<file path="src/rtl/trrl_pkg.sv">
// trrl_pkg: shared types and constants for the timestamp ring replay lookup.
// Used by trrl_ctrl, trrl_dp and timestamp_ring_replay_lookup_top.
`timescale 1ns / 1ps

package trrl_pkg;

    localparam int FRAME_DEPTH_DEF = 128;
    localparam int SLOT_W          = 7;
    localparam int TIME_W          = 32;
    localparam int CFG_W           = 16;
    localparam int FRAC_BITS       = 16;
    localparam int DIV_CNT_W       = $clog2(FRAC_BITS);

    localparam logic [CFG_W-1:0] REWIND_RESET = 16'd5000;
    localparam logic [CFG_W-1:0] LINGER_RESET = 16'd750;

    // config register select is paddr[2]
    localparam logic REG_REWIND = 1'b0;
    localparam logic REG_LINGER = 1'b1;

    typedef enum logic [1:0] {
        FN_RECORD = 2'd0,
        FN_START  = 2'd1,
        FN_STEP   = 2'd2,
        FN_NONE   = 2'd3
    } trrl_func_t;

    typedef enum logic [2:0] {
        ST_IGNORED  = 3'd0,
        ST_RECORDED = 3'd1,
        ST_STARTED  = 3'd2,
        ST_FRAME    = 3'd3,
        ST_ENDED    = 3'd4
    } trrl_code_t;

    // which fields the result beat carries
    typedef enum logic [2:0] {
        OUT_NONE,
        OUT_REC,
        OUT_END,
        OUT_FALL,
        OUT_FRAME
    } trrl_sel_t;

    typedef enum logic [2:0] {
        S_IDLE,
        S_DECODE,
        S_CHECK,
        S_PRIME,
        S_FIRST,
        S_WALK,
        S_DIV,
        S_FRAME
    } trrl_state_t;

    typedef struct packed {
        logic       load_in;
        logic       rec_write;
        logic       arm;
        logic       calc_t;
        logic       clear_active;
        logic       walk_init;
        logic       walk_step;
        logic       first_cap;
        logic       prev_cap;
        logic       div_init;
        logic       div_step;
        logic       emit;
        trrl_sel_t  sel;
        trrl_code_t code;
    } trrl_cmd_t;

    typedef struct packed {
        trrl_func_t func;
        logic       active;
        logic       fill_ge2;
        logic       st_new;
        logic       past_stop;
        logic       found;
        logic       last_entry;
        logic       div_last;
    } trrl_stat_t;

endpackage

</file>
<file path="src/rtl/trrl_ctrl.sv">
// trrl_ctrl: sequencer for record, start and step items.
// Depends on trrl_pkg; drives trrl_dp through trrl_cmd_t.
`timescale 1ns / 1ps

module trrl_ctrl
    import trrl_pkg::*;
(
    input  logic       clk,
    input  logic       rst_n,
    input  logic       start,
    output logic       busy,
    input  trrl_stat_t stat,
    output trrl_cmd_t  cmd
);

    trrl_state_t state_reg;
    trrl_state_t state_next;

    always_ff @(posedge clk or negedge rst_n)
    begin
        if (!rst_n)
        begin
            state_reg <= S_IDLE;
        end
        else
        begin
            state_reg <= state_next;
        end
    end

    assign busy = (state_reg != S_IDLE);

    // next state
    always_comb
    begin
        state_next = state_reg;
        unique case (state_reg)
            S_IDLE:
            begin
                if (start)
                begin
                    state_next = S_DECODE;
                end
            end
            S_DECODE:
            begin
                if (stat.func == FN_STEP && stat.active)
                begin
                    state_next = S_CHECK;
                end
                else
                begin
                    state_next = S_IDLE;
                end
            end
            S_CHECK:
            begin
                if (!stat.fill_ge2 || stat.past_stop)
                begin
                    state_next = S_IDLE;
                end
                else
                begin
                    state_next = S_PRIME;
                end
            end
            S_PRIME:
            begin
                state_next = S_FIRST;
            end
            S_FIRST:
            begin
                state_next = S_WALK;
            end
            S_WALK:
            begin
                if (stat.found)
                begin
                    state_next = S_DIV;
                end
                else if (stat.last_entry)
                begin
                    state_next = S_IDLE;
                end
            end
            S_DIV:
            begin
                if (stat.div_last)
                begin
                    state_next = S_FRAME;
                end
            end
            S_FRAME:
            begin
                state_next = S_IDLE;
            end
            default:
            begin
                state_next = S_IDLE;
            end
        endcase
    end

    // commands
    always_comb
    begin
        cmd      = '0;
        cmd.sel  = OUT_NONE;
        cmd.code = ST_IGNORED;
        unique case (state_reg)
            S_IDLE:
            begin
                cmd.load_in = start;
            end
            S_DECODE:
            begin
                unique case (stat.func)
                    FN_RECORD:
                    begin
                        cmd.emit = 1'b1;
                        if (!stat.active && stat.st_new)
                        begin
                            cmd.rec_write = 1'b1;
                            cmd.sel       = OUT_REC;
                            cmd.code      = ST_RECORDED;
                        end
                    end
                    FN_START:
                    begin
                        cmd.emit = 1'b1;
                        if (stat.fill_ge2)
                        begin
                            cmd.arm  = 1'b1;
                            cmd.code = ST_STARTED;
                        end
                    end
                    FN_STEP:
                    begin
                        if (stat.active)
                        begin
                            cmd.calc_t = 1'b1;
                        end
                        else
                        begin
                            cmd.emit = 1'b1;
                        end
                    end
                    default:
                    begin
                        cmd.emit = 1'b1;
                    end
                endcase
            end
            S_CHECK:
            begin
                if (!stat.fill_ge2 || stat.past_stop)
                begin
                    cmd.clear_active = 1'b1;
                    cmd.emit         = 1'b1;
                    cmd.sel          = OUT_END;
                    cmd.code         = ST_ENDED;
                end
                else
                begin
                    cmd.walk_init = 1'b1;
                end
            end
            S_PRIME:
            begin
                cmd.walk_step = 1'b1;
            end
            S_FIRST:
            begin
                cmd.first_cap = 1'b1;
                cmd.walk_step = 1'b1;
            end
            S_WALK:
            begin
                if (stat.found)
                begin
                    cmd.div_init = 1'b1;
                end
                else if (stat.last_entry)
                begin
                    cmd.emit = 1'b1;
                    cmd.sel  = OUT_FALL;
                    cmd.code = ST_FRAME;
                end
                else
                begin
                    cmd.prev_cap  = 1'b1;
                    cmd.walk_step = 1'b1;
                end
            end
            S_DIV:
            begin
                cmd.div_step = 1'b1;
            end
            S_FRAME:
            begin
                cmd.emit = 1'b1;
                cmd.sel  = OUT_FRAME;
                cmd.code = ST_FRAME;
            end
            default:
            begin
                cmd.sel = OUT_NONE;
            end
        endcase
    end

endmodule

</file>
<file path="config.mk">
export PLATFORM = sky130hd
export DESIGN_NAME = trrl_ctrl
export DESIGN_NICKNAME = d
export VERILOG_FILES = /design/src/rtl/trrl_pkg.sv /design/src/rtl/trrl_ctrl.sv
export SDC_FILE = /design/constraint.sdc
export NUM_CORES = 1
export LEC_CHECK = 0
export ABC_AREA = 1
export ABC_CLOCK_PERIOD_IN_PS = 2800
export BUFFER_PORTS_ARGS = -buffer_cell sky130_fd_sc_hd__buf_2
export CORE_AREA = 2 2 39 41
export CTS_CLUSTER_SIZE = 40
export DETAILED_ROUTE_END_ITERATION = 10
export DIE_AREA = 0 0 41 43
export SLEW_MARGIN = 0
export SYNTH_ARGS = -nofsm -noshare
export SYNTH_HDL_FRONTEND = slang
export SYNTH_SLANG_ARGS = --single-unit
</file>
<file path="constraint.sdc">
create_clock -name clk -period 2.8 [get_ports clk]
set_input_delay 0.56 -clock clk [delete_from_list [all_inputs] [get_ports clk]]
set_output_delay 0.56 -clock clk [all_outputs]
set_load 0.03 [all_outputs]
</file>
==> impl_results.md <==
* Critical path required time at 2240 ps
* Final setup vio count at 0
* Global route total overflow at 0
* DR vias at 495
* Resized cells post-CTS at 0
* Ant diodes at 0
* FF+latch count, synth at 3
* Final Util at 40.0%
* DIE HEIGHT at 43 um
* Antenna violations before repair at 0
* Crit Path Max Fanout at 7
* Hold buffer count at cts at 0
* Netlist cell types at 15
* Die Area at 1760 sq um
* CP Class: reg -> out
* CP arrival at 1430 ps
* WL per Instance at 8.60 um
* PD cells at 835 nW/um^2
* Initial Utilization at 25.8%
* Max Slew Vio Count at 0
* Final min period at 1990 ps
* Initial DRT Pass Iterations at 4
* Max FFs per register at 3
* R2r endpoint: state_reg[0]
* Status: finished, final reports clean
* Post-CTS Setup Bufs at 0
* GRT Util Overall at 12.7%
* Cells after Synth at 66
* Synthesized area per cell at 5.40 sq um
* CTS Root Buffer Type: clkbuf_4
* Post-DRT Antenna Nets at 0
* Share of the synthesized area in the top cell type at 21.1%
* Maxcap violations at 0
* Leak pwr at 0.000394 uW
* Post-Syn Area at 357 sq um
* Crit end category: primary output
* Sequential area share after synthesis at 21.1%
* First-pass GRT wire length at 1.45 mm
* Fraction of layout cells with a size suffix above 1 at 40.0%
* Routability cong. at 0.763
* Iter 0 DRT Violations at 7
* TritonCTS Sinks at 3
* Post-detail-place hpwl at 838 um
* CTS tree: yes
* Tcrit/Tclk final at 71.2%
* R2r startpoint: state_reg[2]
* Synthesis warning total at 0
* DRC at 0
* Fin Setup TNS at 0 ps
* FP Rows at 14
* Hold Path Class: in -> async
* Synth top area cells: dfrtp_1 (21%), nor2_1 (18%), inv_1 (13%), nand2_1 (13%), nand3_1 (11%)
* Area after DPL at 527 sq um
* Core footprint at 1380 sq um
* Worst-skew pair later-pin latency at 240 ps
* Cts bufs inserted at 3
* Max VDD drop at 0.000350 V
* Post-route cell area at 553 sq um
* Number of I/O pins at 31
* Vias in the first global route at 396
* H-tree level count at 1
* Routed wire length at 998 um
* Worst Tran Pin Value at 213 ps
* I/O Buffers at 30
* Worst Skew at 2.72 ps
* Syn_nets at 78
* Hold Fails Final Rpt at 0
* Clk pin slew, worst setup/hold paths at 40 ps
* R2R depth at 6
* Area added between synthesis and finish at 55.1%
* Max transition margin at 85.7%
* Longest Clk Path Bufs at 2
* Die W at 41 um
* Startpoint Class: flop
* Hold_ws at 110 ps
* R2R Setup Slk at 1660 ps
* Total power at 462 uW
* Maximum clock frequency at 501 MHz
* Post-DR vias/cell at 4.27
* RSZ-0062 raised after global routing: false
* Yosys top cell by area: dfrtp_1
* Largest net degree at the start of global routing at 8
* NumNets Final at 113
critical path, cell delays in order (launching register included):
cell and delay (ps):
dfrtp_1 400, inv_2 100, nor2_1 130, nand2_1 70, or2_4 240, nand3_1 70
buf_2 190
logic make-up (layout without fill, tap and decap cells):
family | count (synthesis) | count (layout) | share of synthesized area [%]
AO/OA/AOI/OAI | 4 | 4 | 5.61
buffers and inverters | 15 | 49 | 15.8
flip-flops | 3 | 3 | 21.1
AND/OR/NAND/NOR | 44 | 44 | 57.5
synthesized netlist by cell type:
library cell / number
a21oi_1: 1
nand3b_1: 2
nand2_1: 12
o21ai_1: 1
nor2_2: 1
inv_1: 12
nand3_2: 1
or2_4: 1
o21ai_0: 2
nor3_2: 1
dfrtp_1: 3
nor2_1: 17
inv_2: 3
nand3_1: 8
nand4_1: 1
cell type report:
type,instances,area [sq um]
repair buffers,30,150
multi-input cells,48,225
inverters,15,56.3
clock buffers,4,26.3
well taps,16,20.0
fillers,158,831
flip-flops and latches,3,75.1
cell usage in the layout, fill, tap and decap left out, drive strengths merged, types with 2 or more instances in the layout:
cell type,n
nand3b,2
clkbuf,4
buf,30
nand2,12
o21ai,3
inv,15
nand3,9
nor2,18
dfrtp,3
per-stage QoR:
stage / cells / setup WS, ps
after floorplan: 66 / 724
after global placement: 112 / 947
after detailed placement: 112 / 956
after CTS: 116 / 796
after global routing: 116 / 685
final: 116 / 806
power breakdown:
part           switching (uW)  internal, uW
registers                24.6          58.8
logic                     214          86.3
clock network            24.6          53.5
routing by layer:
metal / up-vias / GRT usage (%) / share of wire (%)
met5: - / 0 / 0
met2: 33 / 18.1 / 43
met1: 189 / 14.6 / 43
met4: 0 / 11.3 / 1.6
li1: 271 / - / -
met3: 2 / 3.14 / 13
worst max path at each step:
stage	start	end	slack, ps
6_report	state_reg[1]	cmd[6]	810
4_1_cts	state_reg[1]	cmd[6]	800
3_3_place_gp	stat[2]	cmd[11]	950
2_1_floorplan	stat[8]	cmd[0]	720
3_5_place_dp	stat[2]	cmd[11]	960
5_1_grt	state_reg[1]	cmd[6]	680
Power figures use the tool's default switching activity.
